<file path="src/rtl/core/blist_pkg.sv">
package blist_pkg;

   localparam int MAX_ENTRIES_DEF = 256;
   localparam int ITEM_WIDTH_DEF  = 32;
   localparam int ITEM_WIDTH_MAX  = 64;
   localparam int WIDE_CNT_W      = 16;

   typedef enum logic [2:0] {
      MODE_APPEND = 3'd0,
      MODE_READ   = 3'd1,
      MODE_WRITE  = 3'd2,
      MODE_REMOVE = 3'd3,
      MODE_FIND   = 3'd4,
      MODE_CLEAR  = 3'd5
   } mode_type;

   typedef enum logic [1:0] {
      STAT_OK    = 2'd0,
      STAT_RANGE = 2'd1,
      STAT_FULL  = 2'd2,
      STAT_MISS  = 2'd3
   } status_type;

   typedef enum logic {
      ST_IDLE,
      ST_SCAN
   } state_type;

   typedef struct packed {
      logic [2:0]  mode;
      logic [7:0]  position;
      logic [31:0] item_value;
   } req_type;

   typedef struct packed {
      status_type  status;
      logic [7:0]  found_index;
      logic [31:0] read_value;
      logic [8:0]  entry_count;
   } rsp_type;

   // per-cycle commands broadcast to every cell
   typedef struct packed {
      logic append_en;
      logic write_en;
      logic remove_en;
      logic find_mode;
      logic scan_start;
   } cell_ctl_type;

   // flags of the result wave moving down the chain
   typedef struct packed {
      logic live;
      logic hit;
   } wave_flags_type;

endpackage

</file>
<file path="src/rtl/core/blist_cell.sv">
module blist_cell #(
   parameter int MAX_ENTRIES = blist_pkg::MAX_ENTRIES_DEF,
   parameter int ITEM_WIDTH  = blist_pkg::ITEM_WIDTH_DEF,
   parameter int CELL_INDEX  = 0
) (
   input  logic                                  clock,
   input  logic                                  reset,
   input  blist_pkg::cell_ctl_type               ctl,
   input  logic [$clog2(MAX_ENTRIES+1)-1:0]      target,
   input  logic [ITEM_WIDTH-1:0]                 key,
   input  logic [ITEM_WIDTH-1:0]                 neighbor_entry,
   output logic [ITEM_WIDTH-1:0]                 entry_out,
   input  blist_pkg::wave_flags_type             wave_flags_in,
   input  logic [7:0]                            wave_idx_in,
   input  logic [ITEM_WIDTH-1:0]                 wave_val_in,
   output blist_pkg::wave_flags_type             wave_flags_out,
   output logic [7:0]                            wave_idx_out,
   output logic [ITEM_WIDTH-1:0]                 wave_val_out
);

   localparam int CNT_W = $clog2(MAX_ENTRIES + 1);
   localparam logic [CNT_W-1:0] MY_IDX  = CNT_W'(CELL_INDEX);
   localparam logic [7:0]       MY_IDX8 = 8'(CELL_INDEX);

   logic [ITEM_WIDTH-1:0]     entry_ff, entry_in;
   blist_pkg::wave_flags_type flags_ff, flags_in;
   logic [7:0]                idx_ff, idx_in;
   logic [ITEM_WIDTH-1:0]     val_ff, val_in;
   logic                      match;

   always_comb begin
      entry_in = entry_ff;
      if ((ctl.append_en || ctl.write_en) && target == MY_IDX) begin
         entry_in = key;
      end else if (ctl.remove_en && MY_IDX >= target) begin
         entry_in = neighbor_entry;
      end
   end

   // find: first valid entry equal to key; read: the addressed entry
   assign match = ctl.find_mode ? (MY_IDX < target && entry_ff == key)
                                : (MY_IDX == target);

   always_comb begin
      flags_in = wave_flags_in;
      idx_in   = wave_idx_in;
      val_in   = wave_val_in;
      if (wave_flags_in.live && !wave_flags_in.hit && match) begin
         flags_in.hit = 1'b1;
         idx_in       = MY_IDX8;
         val_in       = entry_ff;
      end
   end

   always_ff @(posedge clock) begin
      if (reset) begin
         flags_ff <= '0;
      end else begin
         flags_ff <= flags_in;
      end
   end

   always_ff @(posedge clock) begin
      entry_ff <= entry_in;
      idx_ff   <= idx_in;
      val_ff   <= val_in;
   end

   assign entry_out      = entry_ff;
   assign wave_flags_out = flags_ff;
   assign wave_idx_out   = idx_ff;
   assign wave_val_out   = val_ff;

endmodule

</file>
<file path="config.mk">
export PLATFORM = sky130hd
export DESIGN_NAME = blist_cell
export DESIGN_NICKNAME = d
export VERILOG_FILES = /design/src/rtl/core/blist_pkg.sv /design/src/rtl/core/blist_cell.sv
export SDC_FILE = /design/constraint.sdc
export NUM_CORES = 1
export LEC_CHECK = 0
export ABC_AREA = 1
export BUFFER_PORTS_ARGS = -buffer_cell sky130_fd_sc_hd__buf_4
export CAP_MARGIN = 30
export CORE_MARGIN = 5
export CORE_UTILIZATION = 49
export CTS_BUF_LIST = sky130_fd_sc_hd__clkbuf_2
export DETAILED_ROUTE_END_ITERATION = 6
export PLACE_DENSITY_LB_ADDON = 0.08
export SLEW_MARGIN = 20
export SYNTH_ARGS = -nofsm -noshare
export SYNTH_HDL_FRONTEND = slang
export SYNTH_SLANG_ARGS = --single-unit
</file>
<file path="constraint.sdc">
create_clock -name clock -period 6.4 [get_ports clock]
set_clock_uncertainty 0.15 [all_clocks]
set_input_delay 1.28 -clock clock [delete_from_list [all_inputs] [get_ports clock]]
set_output_delay 1.28 -clock clock [all_outputs]
set_load 0.1 [all_outputs]
</file>
==> impl_metrics.toml <==
[outcome]
status = "complete, no violations"

[route]
drt_iter0_drc = 83
routedWlPerCell_um = 15.6
vias = 2912
finalWirelength_um = 9560
routed_via_density = 4.75
ant_nets = 0
drc = 0
drt_pass1_iterations = 4

[global_routing]
antenna_found_initial = 0
grt_pass1_wl_um = 14800
globalRouteOverflowTotal = 0
grt_max_degree = 35
grt_usage_pct = 22.4
grt_pass1_vias = 3084

[final_layout]
diodes = 0
design_area_um2 = 4920
area_growth_pct = 47.0
fin_nets = 650
final_layout_size_suffix_gt1_share_pct = 46.2

[cts]
cts_sinks = 74
cts-root-buf = "clkbuf_2"
cts_resized = 0
cts_tree = "done"
clk_path_buf_depth = 2
ctsHoldBuffers = 0
cts_setup_buffers = 0
htreeDepth = 3
cts.clk_slew.worst_paths_ns = 0.21
clkLatencyLatePin_ns = 0.52
cts_inserted_buffers = 9

[synthesis]
synth_mux_area_share_pct = 11.7
synth.top_cell.area_share_pct = 28.7
ys_types = 23
syn_area_um2 = 3350
synthAdderAreaFrac_pct = 0
synthXorXnorAreaFrac_pct = 7.32
synth-seq-cells = 74
syn_avg_cell_area_um2 = 10.1
ys_warn_count = 0
yosysTopAreaCell = "edfxtp_1"
synth_compound_area_share_pct = 1.61
syn_nets = 455
yosysSeqAreaShare_pct = 53.8
synthesis.instances = 333
synth_top_family_by_area = "simple AND/OR/NAND/NOR gates"
synth-simple-area-share_pct = 20.3
yosys-top-cells-area = "edfxtp_1, dfxtp_1, nand2_1"

[floorplanning]
die_area_um2 = 8590
initial_core_util_pct = 49.9
die_y_um = 92.7
die_w_um = 92.7
design.portCount = 196
coreArea_um2 = 6720
row_count = 30

[critical_path]
path_cells = "buf_4, or2_1, nor2_1, nand2_1, inv_2, o21ai_2, nor2_4, nand2_4, inv_2, nor2_1"
crit_path_start_kind = "input port"
end_kind = "flip-flop"
slowest_delay_ns = 0.64
critPathTopFamily = "simple AND/OR/NAND/NOR gates"
worst-path-buf-inv = 3
required_ns = 6.68
crit_arrival_ns = 3.44
crit_fanout = 34
crit_slowest_cell = "nor2_4"
critical_path_class = "input port to flip-flop"

[worst_hold_path]
hold_class = "flip-flop to flip-flop"

[power_and_ir_drop]
powerDensity_nw_per_um2 = 206
internal-power_uw = 656
pwr-share-seq_pct = 50.8
switching_share_pct = 35.3
peakVddDrop_mv = 0.108
p_sw_uw = 358
p_leak_uw = 0.00246
pwr-share-clk_pct = 22.0
p_comb_share_pct = 27.2
total_power_uw = 1010

[sta]
relSlewSlack_pct = 43.7
slew_violations = 0
rsz0062_at_grt = "false"
fin_crit_ns = 3.15
hold_violations = 0
max_freq_mhz = 317
fin_tns_setup_ns = 0
tightestPinTransition_ns = 0.843
period_share_pct = 49.3
finalSetupViolations = 0

[placement]
dp_hpwl_um = 7250
place_congestion = 0.774
dpl_cell_area_um2 = 4820
port_buffers = 194

[run]
cap_violations = 0
[synth_stat cells]
library cell / instances
nor2_1: 23
or2_1: 1
dfxtp_1: 42
o21ai_4: 1
o21ai_2: 1
buf_2: 3
nand2_2: 1
nand3_1: 33
nor2_4: 1
buf_4: 3
mux2_2: 6
a21oi_2: 1
mux2_1: 2
mux2_4: 20
nand2_1: 102
inv_2: 2
nor3_1: 2
buf_6: 6
nand2_4: 1
xnor2_1: 28
inv_1: 18
edfxtp_1: 32
o21ai_0: 4
[kinds of logic after synthesis]
group | after synthesis
simple gates | 164
flops | 74
buf+inv | 32
xor+xnor | 28
mux | 28
compound gates | 7
[per-layer routing]
| metal | up-vias | wire (µm) | global-route usage (%) |
|---|---|---|---|
| li1 | 1471 | - | - |
| met2 | 147 | 4880 | 40.1 |
| met4 | 0 | 264 | 9.40 |
| met3 | 22 | 962 | 8.37 |
| met5 | - | 0 | 0 |
| met1 | 1272 | 3450 | 23.6 |
[power groups by stage]
stage	sequential (µW)	combinational (µW)	clock [µW]
after floorplan	657	48.3	0
after global placement	525	273	0
after detailed placement	525	277	0
after CTS	515	277	230
after global routing	517	289	250
final	515	276	223
[registers in the layout, summed over array words and instances (netlist names)]
register,count
entry_out,32
wave_val_out,32
wave_flags_out,2
wave_idx_out,8
[layout make-up]
class / count / area [µm²]
multi-input combinational: 227 / 1380
timing repair buffer: 196 / 1480
clock buffer: 9 / 45.0
sequential: 74 / 1800
clock inverter: 7 / 42.5
fill: 552 / 1790
tap: 80 / 100
inverter: 20 / 75.1
[worst register-to-register path, cell delays in order (launching register included)]
cell	delay, ns
edfxtp_1	0.48
inv_1	0.08
nand2_1	0.05
nand2_1	0.06
nand2_1	0.06
nor2_1	0.13
nand3_1	0.10
nor2_1	0.10
nand2_1	0.07
nand2_2	0.51
nand2_4	0.43
inv_2	0.25
nor2_1	0.07
[final timing paths]
| check | start | to | slack (ns) | cells past startpoint |
|---|---|---|---|---|
| setup / recovery | target[3] | wave_idx_out[3] | 3.25 | 10 |
| setup reg to reg | entry_out[24] | wave_idx_out[3] | 3.79 | 12 |
| hold / removal | entry_out[0] | wave_val_out[0] | 0.42 | 2 |
| hold reg to reg | entry_out[0] | wave_val_out[0] | 0.42 | 2 |
[cell usage in the layout, fill, tap and decap left out, types with 2 or more instances in the layout]
master	instances
dfxtp_1	42
nor2_1	22
mux2_1	2
nor2_4	2
nor3_1	2
mux2_2	6
inv_1	18
clkbuf_2	9
inv_2	2
inv_4	2
nand2_1	102
xnor2_1	28
clkinv_2	2
buf_4	195
nand3_1	33
o21ai_0	4
edfxtp_1	32
mux2_4	20
[per-stage QoR]
step	hold slack [ns]	cells	utilization (%)	setup slack, ns
after floorplan	0.941	333	-	2.79
after global placement	0.383	596	71.7	2.64
after detailed placement	0.395	596	71.7	2.63
after CTS	0.427	612	73.0	3.25
after global routing	0.463	613	73.3	3.06
final	0.424	613	73.3	3.25
Note: power is estimated with default switching activity, not from simulation.
