[src/rtl/core/blist_pkg.sv]
package blist_pkg;

   localparam int MAX_ENTRIES_DEF = 256;
   localparam int ITEM_WIDTH_DEF  = 32;
   localparam int ITEM_WIDTH_MAX  = 64;
   localparam int WIDE_CNT_W      = 16;

   typedef enum logic [2:0] {
      MODE_APPEND = 3'd0,
      MODE_READ   = 3'd1,
      MODE_WRITE  = 3'd2,
      MODE_REMOVE = 3'd3,
      MODE_FIND   = 3'd4,
      MODE_CLEAR  = 3'd5
   } mode_type;

   typedef enum logic [1:0] {
      STAT_OK    = 2'd0,
      STAT_RANGE = 2'd1,
      STAT_FULL  = 2'd2,
      STAT_MISS  = 2'd3
   } status_type;

   typedef enum logic {
      ST_IDLE,
      ST_SCAN
   } state_type;

   typedef struct packed {
      logic [2:0]  mode;
      logic [7:0]  position;
      logic [31:0] item_value;
   } req_type;

   typedef struct packed {
      status_type  status;
      logic [7:0]  found_index;
      logic [31:0] read_value;
      logic [8:0]  entry_count;
   } rsp_type;

   // per-cycle commands broadcast to every cell
   typedef struct packed {
      logic append_en;
      logic write_en;
      logic remove_en;
      logic find_mode;
      logic scan_start;
   } cell_ctl_type;

   // flags of the result wave moving down the chain
   typedef struct packed {
      logic live;
      logic hit;
   } wave_flags_type;

endpackage

[src/rtl/core/blist_ctrl.sv]
module blist_ctrl #(
   parameter int MAX_ENTRIES = blist_pkg::MAX_ENTRIES_DEF,
   parameter int ITEM_WIDTH  = blist_pkg::ITEM_WIDTH_DEF
) (
   input  logic                                  clock,
   input  logic                                  reset,
   input  logic                                  start,
   output logic                                  busy,
   input  blist_pkg::req_type                    req_data,
   output logic                                  rsp_valid,
   output blist_pkg::rsp_type                    rsp_data,
   output blist_pkg::cell_ctl_type               ctl,
   output logic [$clog2(MAX_ENTRIES+1)-1:0]      target,
   output logic [ITEM_WIDTH-1:0]                 key,
   input  blist_pkg::wave_flags_type             wave_flags,
   input  logic [7:0]                            wave_idx,
   input  logic [ITEM_WIDTH-1:0]                 wave_val
);

   localparam int CNT_W = $clog2(MAX_ENTRIES + 1);
   localparam int CMP_W = (CNT_W > 8) ? CNT_W : 8;
   localparam logic [CNT_W-1:0] FULL_COUNT = CNT_W'(MAX_ENTRIES);

   blist_pkg::state_type      state_ff, state_in;
   logic [CNT_W-1:0]          count_ff, count_in;
   blist_pkg::cell_ctl_type   ctl_ff, ctl_in;
   logic [CNT_W-1:0]          target_ff, target_in;
   logic [ITEM_WIDTH-1:0]     key_ff, key_in;
   logic                      valid_ff, valid_in;
   blist_pkg::status_type     status_ff, status_in;
   logic [7:0]                index_ff, index_in;
   logic [31:0]               rdval_ff, rdval_in;

   logic                                  accept;
   logic [blist_pkg::ITEM_WIDTH_MAX-1:0]  val_wide;
   logic [blist_pkg::ITEM_WIDTH_MAX-1:0]  rd_wide;
   logic [CMP_W-1:0]                      pos_ext, cnt_ext;
   logic                                  in_range;
   logic [blist_pkg::WIDE_CNT_W-1:0]      cnt_wide;

   assign busy     = (state_ff == blist_pkg::ST_SCAN);
   assign accept   = start && !busy;
   assign val_wide = blist_pkg::ITEM_WIDTH_MAX'(req_data.item_value);
   assign rd_wide  = blist_pkg::ITEM_WIDTH_MAX'(wave_val);
   assign pos_ext  = CMP_W'(req_data.position);
   assign cnt_ext  = CMP_W'(count_ff);
   assign in_range = pos_ext < cnt_ext;
   assign cnt_wide = blist_pkg::WIDE_CNT_W'(count_ff);

   always_comb begin
      state_in         = state_ff;
      count_in         = count_ff;
      ctl_in           = '0;
      ctl_in.find_mode = ctl_ff.find_mode;
      target_in        = target_ff;
      key_in           = key_ff;
      valid_in         = 1'b0;
      status_in        = status_ff;
      index_in         = index_ff;
      rdval_in         = rdval_ff;
      case (state_ff)
         blist_pkg::ST_IDLE: begin
            if (accept) begin
               key_in    = val_wide[ITEM_WIDTH-1:0];
               valid_in  = 1'b1;
               status_in = blist_pkg::STAT_OK;
               index_in  = '0;
               rdval_in  = '0;
               case (req_data.mode)
                  blist_pkg::MODE_APPEND: begin
                     if (count_ff == FULL_COUNT) begin
                        status_in = blist_pkg::STAT_FULL;
                     end else begin
                        ctl_in.append_en = 1'b1;
                        target_in        = count_ff;
                        count_in         = count_ff + CNT_W'(1);
                        index_in         = cnt_wide[7:0];
                     end
                  end
                  blist_pkg::MODE_READ: begin
                     if (in_range) begin
                        ctl_in.scan_start = 1'b1;
                        ctl_in.find_mode  = 1'b0;
                        target_in         = pos_ext[CNT_W-1:0];
                        valid_in          = 1'b0;
                        state_in          = blist_pkg::ST_SCAN;
                     end else begin
                        status_in = blist_pkg::STAT_RANGE;
                     end
                  end
                  blist_pkg::MODE_WRITE: begin
                     if (in_range) begin
                        ctl_in.write_en = 1'b1;
                        target_in       = pos_ext[CNT_W-1:0];
                     end else begin
                        status_in = blist_pkg::STAT_RANGE;
                     end
                  end
                  blist_pkg::MODE_REMOVE: begin
                     if (in_range) begin
                        ctl_in.remove_en = 1'b1;
                        target_in        = pos_ext[CNT_W-1:0];
                        count_in         = count_ff - CNT_W'(1);
                     end else begin
                        status_in = blist_pkg::STAT_RANGE;
                     end
                  end
                  blist_pkg::MODE_FIND: begin
                     // target carries the count bound during the search
                     ctl_in.scan_start = 1'b1;
                     ctl_in.find_mode  = 1'b1;
                     target_in         = count_ff;
                     valid_in          = 1'b0;
                     state_in          = blist_pkg::ST_SCAN;
                  end
                  blist_pkg::MODE_CLEAR: begin
                     count_in = '0;
                  end
                  default: begin
                  end
               endcase
            end
         end
         blist_pkg::ST_SCAN: begin
            if (wave_flags.live) begin
               valid_in = 1'b1;
               state_in = blist_pkg::ST_IDLE;
               if (ctl_ff.find_mode) begin
                  status_in = wave_flags.hit ? blist_pkg::STAT_OK : blist_pkg::STAT_MISS;
                  index_in  = wave_flags.hit ? wave_idx : 8'd0;
                  rdval_in  = '0;
               end else begin
                  status_in = blist_pkg::STAT_OK;
                  index_in  = '0;
                  rdval_in  = rd_wide[31:0];
               end
            end
         end
         default: begin
            state_in = blist_pkg::ST_IDLE;
         end
      endcase
   end

   always_ff @(posedge clock) begin
      if (reset) begin
         state_ff <= blist_pkg::ST_IDLE;
         count_ff <= '0;
         ctl_ff   <= '0;
         valid_ff <= 1'b0;
      end else begin
         state_ff <= state_in;
         count_ff <= count_in;
         ctl_ff   <= ctl_in;
         valid_ff <= valid_in;
      end
   end

   always_ff @(posedge clock) begin
      target_ff <= target_in;
      key_ff    <= key_in;
      status_ff <= status_in;
      index_ff  <= index_in;
      rdval_ff  <= rdval_in;
   end

   assign ctl                  = ctl_ff;
   assign target               = target_ff;
   assign key                  = key_ff;
   assign rsp_valid            = valid_ff;
   assign rsp_data.status      = status_ff;
   assign rsp_data.found_index = index_ff;
   assign rsp_data.read_value  = rdval_ff;
   assign rsp_data.entry_count = cnt_wide[8:0];

endmodule

[config.mk]
export PLATFORM = sky130hd
export DESIGN_NAME = blist_ctrl
export DESIGN_NICKNAME = d
export VERILOG_FILES = /design/src/rtl/core/blist_pkg.sv /design/src/rtl/core/blist_ctrl.sv
export SDC_FILE = /design/constraint.sdc
export NUM_CORES = 1
export LEC_CHECK = 0
export BUFFER_PORTS_ARGS = -buffer_cell sky130_fd_sc_hd__buf_4
export CORE_MARGIN = 2
export CORE_UTILIZATION = 25
export DETAILED_ROUTE_END_ITERATION = 7
export PLACE_DENSITY_LB_ADDON = 0.15
export SETUP_SLACK_MARGIN = 0.02
export SLEW_MARGIN = 40
export SYNTH_ARGS = -nofsm -noshare
export SYNTH_HDL_FRONTEND = slang
export SYNTH_SLANG_ARGS = --single-unit
[constraint.sdc]
create_clock -name clock -period 8.21 [get_ports clock]
set_input_delay 1.642 -clock clock [delete_from_list [all_inputs] [get_ports clock]]
set_output_delay 1.642 -clock clock [all_outputs]
set_load 0.02 [all_outputs]
==> impl_metrics.csv, run 1 <==
group,metric,value,unit
setup_path,crit_fanout,10,
synth,syn_area_per_cell,13.7,um2
global_route,grt_usage,0.135,
clock_tree,clk_pin_slew_worst_paths,70,ps
floorplanning,die_y,133,um
place,gp_congestion,0.757,
global_route,grt_pass1_vias,3095,
clock_tree,cts_hold_buf,0,
power_and_ir_drop,p_per_area,193,nW/um2
timing,fin_ws,4520,ps
synth,synth_edf_count,83,
detailed_routing,first_pass_iters,4,
setup_path,start_kind,"input port",
place,pre_cts_ws,4180,ps
power_and_ir_drop,seq_power_share,0.495,
detailed_routing,first_iter_violations,170,
detailed_routing,drtAntennaViolNets,0,
synth,ys_seq_area_frac,0.674,
power_and_ir_drop,switchingPower,295,uW
clock_tree,cts.sinks,99,
timing,fin_crit,3690,ps
power_and_ir_drop,power_frac_clock,0.365,
power_and_ir_drop,power.internal,891,uW
floorplanning,ios,187,
power_and_ir_drop,power_frac_comb,0.140,
timing,tns,0,ps
clock_tree,clk_latency,340,ps
timing,fin_crit_sh,0.449,
timing,worst_pin_slew,593,ps
layout,final_util,0.372,
synth,syn_inst,305,
setup_path,worstPathArrival,3920,ps
timing,hold_viol_final,0,
power_and_ir_drop,swShare,0.248,
place,io_buffers,186,
power_and_ir_drop,ir_drop,0.131,mV
synth,syn-num-nets,408,
power_and_ir_drop,power.leakage,0.00260,uW
layout,num_antenna_cells,0,
clock_tree,clockRootBuffer,"clkbuf_16",
job,cap_violations,0,
floorplanning,num_rows,47,
timing,slew_violations,0,
floorplanning,design.core.area,16500,um2
clock_tree,h-tree-depth,3,
synth,synth.distinct_cells,49,
layout,area_delta_synth_final,46.9,%
timing,finalClockSkew,4.89,ps
clock_tree,tritoncts,"done",
timing,rsz0062_at_grt,"false",
timing,max_slew_margin,0.605,
synth,ys.flop_type,"edfxtp_1",
setup_path,required,8440,ps
setup_path,crit_path_end_kind,"register",
min_path,min_path_type,"reg2reg",
synth,ys_seq_elements,99,
detailed_routing,wire_per_inst,16.7,um
detailed_routing,via_per_inst,4.36,
global_route,overflow,0,
timing,fmax,271,MHz
layout,drive_gt1_frac,0.444,
setup_path,critPathKind,"in2reg",
clock_tree,clock_path_buffers,2,
clock_tree,cts_buffers,9,
detailed_routing,via_count,3141,
detailed_routing,drc,0,
layout,multi_input_area,1280,um2
clock_tree,post-cts-setup-buffer-count,0,
detailed_routing,drt-total-wl,12.0,mm
synth,netlist_area,4180,um2
layout,n_fill_cell,1667,
layout,fin_nets,598,
global_route,antenna_found_initial,0,
place,post-dp-hpwl,9.17,mm
synth,yosysWarnings,0,
synth,ys_async_sr_fraction,0,
floorplanning,die_area,17800,um2
clock_tree,cts-resized-gates,0,
floorplanning,start_util,0.254,
global_route,grt_max_degree,43,
outcome,outcome,"completed",
timing,finalSetupViolCount,0,
global_route,grt_pass1_wl,18.1,mm
floorplanning,dieWidth,133,um
layout,seqCellArea,2810,um2
[cells in the final DEF, fill, tap and decap left out, types with 4 or more instances in the layout]
cell | netlist | layout
a21oi_1 | 12 | 11
and2_1 | 32 | 32
and3_1 | 5 | 5
buf_4 | 1 | 188
clkbuf_16 | 0 | 9
dfxtp_1 | 16 | 16
edfxtp_1 | 83 | 83
ha_1 | 14 | 14
inv_1 | 12 | 12
mux2_2 | 9 | 9
mux2i_1 | 8 | 8
nand2_1 | 29 | 28
nand3_1 | 5 | 5
nor2_1 | 8 | 8
nor2b_1 | 4 | 4
o21ai_0 | 12 | 12
[routing by layer]
| layer | up-vias | wire length (um) | global-route usage | share of wire |
|---|---|---|---|---|
| li1 | 1503 | - | - | - |
| met1 | 1511 | 5100 | 0.165 | 0.43 |
| met2 | 120 | 5960 | 0.229 | 0.50 |
| met3 | 7 | 778 | 0.0407 | 0.065 |
| met4 | 0 | 154 | 0.0420 | 0.013 |
| met5 | - | 0 | 0 | 0 |
[synth_stat cells (3+ instances only)]
cell,n,area share
nand3_1,5,0.0060
dfxtp_1,16,0.077
xnor2_1,3,0.0063
clkbuf_1,4,0.0036
nor4_1,3,0.0045
buf_2,3,0.0036
mux2_2,9,0.024
inv_1,12,0.011
edfxtp_1,83,0.60
a21o_1,3,0.0054
nor2_1,8,0.0072
mux2i_1,8,0.019
a21oi_1,12,0.014
and3_1,5,0.0075
nor2b_1,4,0.0060
ha_1,14,0.042
nand2_1,29,0.026
o21ai_0,12,0.014
o32ai_1,3,0.0063
and2_1,32,0.048
[area by class of cell]
class                   instances  area share
inverters                      13     0.00796
clock inverters                 7      0.0124
multi-input cells             184       0.209
flip-flops and latches         99       0.459
repair buffers                188       0.230
well taps                     220      0.0449
clock buffers                   9      0.0367
[power by group through the flow]
stage	registers, uW	clock network (uW)	logic, uW
after floorplan	632	0	44.0
after global placement	598	0	167
after detailed placement	598	0	169
after CTS	587	449	169
after global routing	590	469	179
final	586	433	167
[critical path, stage by stage]
cell and delay [ps]:
buf_4 130, nor2b_1 260, nand2_1 110, inv_1 290, ha_1 370, a21oi_2 230, a211oi_1 110, or3_1 340
and3_1 180, mux2_4 250
[final timing paths]
| check | from | end | slack, ps | cells past startpoint |
|---|---|---|---|---|
| worst max register to register | cnt_ext[6] | target[3] | 5590 | 7 |
| worst min register to register | cnt_ext[2] | cnt_ext[2] | 550 | 2 |
| worst min-delay path | cnt_ext[2] | cnt_ext[2] | 550 | 2 |
| worst max-delay path | req_data[40] | cnt_ext[7] | 4520 | 10 |
[metrics by stage]
| stage | std cells | cell area (um2) | total power [uW] | hold slack, ps |
|---|---|---|---|---|
| floorplan | 305 | 4180 | 676 | 578 |
| global route | 720 | 6130 | 1240 | 586 |
| CTS | 720 | 6130 | 1210 | 559 |
| detailed placement | 704 | 5830 | 767 | 545 |
| finish | 720 | 6130 | 1190 | 552 |
| global placement | 704 | 5820 | 765 | 549 |
[flip-flops by register name, indices dropped and copies added, names as in the netlist]
signal,count
busy,1
cnt_ext,9
ctl,5
index_ff,8
key,32
rdval_ff,32
rsp_valid,1
status_ff,2
target,9
[cells by family (layout without fill, tap and decap cells)]
| logic type | count (synthesis) | in the layout | share of synthesized area |
|---|---|---|---|
| and+or+nand+nor | 101 | 101 | 0.131 |
| DFF | 99 | 99 | 0.674 |
| AOI/OAI and AO/OA | 45 | 45 | 0.0680 |
| adders and majority gates | 15 | 15 | 0.0467 |
| xor gates and xnor gates | 5 | 5 | 0.0105 |
| muxes | 18 | 18 | 0.0470 |
| buffers and inverters | 22 | 217 | 0.0234 |
Power figures use the tool's default switching activity.
==> run 2, diff against run 1 <==
- clock period: 8.21 -> 3.39 ns (I/O delays scaled with it)
==> run 2 against run 1 <==
Final cell count up 0.56%. Worst setup slack worse by 3800 ps. Die area unchanged. Total power rose to 2.5 times the previous value. First-iteration DRC count down 4.1%. Count of clock-buffer cells in the layout up 2. Largest cell class unchanged. Flip-flop and latch count unchanged. Wire length down 0.77%. Critical endpoint unchanged. Clock power rose to 2.6 times the previous value.
==> impl_metrics.csv, run 2 (same netlist as run 1, synthesis figures left out) <==
group,metric,value,unit
outcome,outcome,"completed",
floorplanning,ios,187,
global_route,grt_pass1_wl,18.0,mm
detailed_routing,via_per_inst,4.26,
setup_path,worstPathArrival,2890,ps
setup_path,crit_fanout,10,
timing,finalClockSkew,12.3,ps
clock_tree,cts.sinks,99,
setup_path,crit_start,"req_data[40]",
timing,slew_violations,0,
floorplanning,die_y,133,um
setup_path,start_kind,"input port",
detailed_routing,drt-total-wl,11.9,mm
layout,layout_commonest_cell,"buf_4",
floorplanning,die_area,17800,um2
timing,max_slew_margin,0.515,
timing,fin_crit_sh,0.786,
power_and_ir_drop,ir_drop,0.228,mV
detailed_routing,first_pass_iters,4,
clock_tree,tritoncts,"done",
job,cap_violations,0,
global_route,grt_max_degree,43,
layout,fin_nets,602,
global_route,overflow,0,
setup_path,r2r_setup_slack,960,ps
layout,layout_common_cells,"buf_4 (192), edfxtp_1 (83), and2_1 (32), nand2_1 (28), dfxtp_1 (16)",
place,gp_congestion,0.811,
timing,fmax,375,MHz
global_route,grt_usage,0.136,
floorplanning,start_util,0.254,
place,placed_cell_area,5850,um2
clock_tree,clock_path_buffers,2,
detailed_routing,drc,0,
detailed_routing,first_iter_violations,163,
power_and_ir_drop,power.leakage,0.00264,uW
timing,rsz0062_at_grt,"false",
timing,fin_crit,2660,ps
place,io_buffers,186,
detailed_routing,via_count,3083,
place,post-dp-hpwl,9.21,mm
global_route,grt_pass1_vias,3142,
floorplanning,num_rows,47,
layout,num_antenna_cells,0,
setup_path,r2r_cells,8,
timing,worst_pin_slew,724,ps
clock_tree,clockRootBuffer,"clkbuf_16",
setup_path,crit-reg2reg-launch,"cnt_ext[6]",
clock_tree,cts-resized-gates,0,
layout,drive_gt1_frac,0.446,
layout,n_fill_cell,1641,
power_and_ir_drop,power,2970,uW
layout,finalInstanceArea,6190,um2
timing,finalSetupViolCount,0,
min_path,min_path_type,"in2reg",
setup_path,critPathCapture,"cnt_ext[7]",
clock_tree,h-tree-depth,3,
setup_path,crit_path_end_kind,"register",
clock_tree,cts_buffers,9,
clock_tree,clk_latency,350,ps
detailed_routing,drtAntennaViolNets,0,
setup_path,critPathKind,"in2reg",
timing,hold_viol_final,0,
setup_path,reg2reg_to,"cnt_ext[7]",
floorplanning,dieWidth,133,um
floorplanning,design.core.area,16500,um2
global_route,antenna_found_initial,0,
timing,tns,0,ps
clock_tree,clk_pin_slew_worst_paths,70,ps
clock_tree,post-cts-setup-buffer-count,0,
clock_tree,cts_hold_buf,0,
power_and_ir_drop,p_per_area,480,nW/um2
layout,area_delta_synth_final,48.2,%
detailed_routing,wire_per_inst,16.4,um
setup_path,required,3620,ps
run 2: changes by cell type in the layout (fill, tap and decap cells not counted), sizes merged:
cell / change
clkinv: -2
clkbuf: +2
bufinv: +1
inv: -1
buf: +4
run 2: worst max-delay path: stages:
cell,delay (ps)
buf_4,130
nor2b_1,250
nand2_1,100
inv_1,280
ha_1,370
a21oi_2,220
a211oi_1,100
or3_1,340
and3_1,180
mux2_4,250
run 2: worst min path at each step:
stage                       from         end  slack (ps)  depth (start not counted)
finish               req_data[5]      key[5]         500                          1
global placement      cnt_ext[6]  cnt_ext[6]         550                          2
CTS                 req_data[10]     key[10]         480                          1
detailed placement    cnt_ext[5]  cnt_ext[5]         550                          2
global route        req_data[10]     key[10]         480                          1
floorplan             cnt_ext[4]  cnt_ext[4]         580                          2
run 2: where the power goes:
group	switching, uW	total, uW	internal (uW)
sequential	23.6	1420	1390
combinational	220	409	189
clock	455	1140	690
run 2: layer usage:
metal / routed length [um] / up-vias / GRT usage
li1: - / 1509 / -
met3: 619 / 12 / 0.0323
met4: 203 / 0 / 0.0585
met1: 5170 / 1457 / 0.167
met2: 5910 / 105 / 0.230
met5: 0 / - / 0
run 2: final cells by class:
cell class	count	area, um2	area share
clock buffer	11	253	0.0409
clock inverter	5	82.6	0.0133
inverter	13	48.8	0.00789
multi-input combinational	184	1270	0.206
sequential	99	2810	0.455
tap	220	275	0.0445
timing repair buffer	192	1440	0.233
run 2: metrics by stage:
step / hold WS, ps / instances / worst slack, ps / util
after floorplan: 578 / 305 / 583 / -
after global placement: 547 / 708 / 420 / 0.355
after detailed placement: 548 / 708 / 377 / 0.355
after CTS: 484 / 724 / 751 / 0.376
after global routing: 484 / 724 / 510 / 0.376
final: 502 / 724 / 726 / 0.376
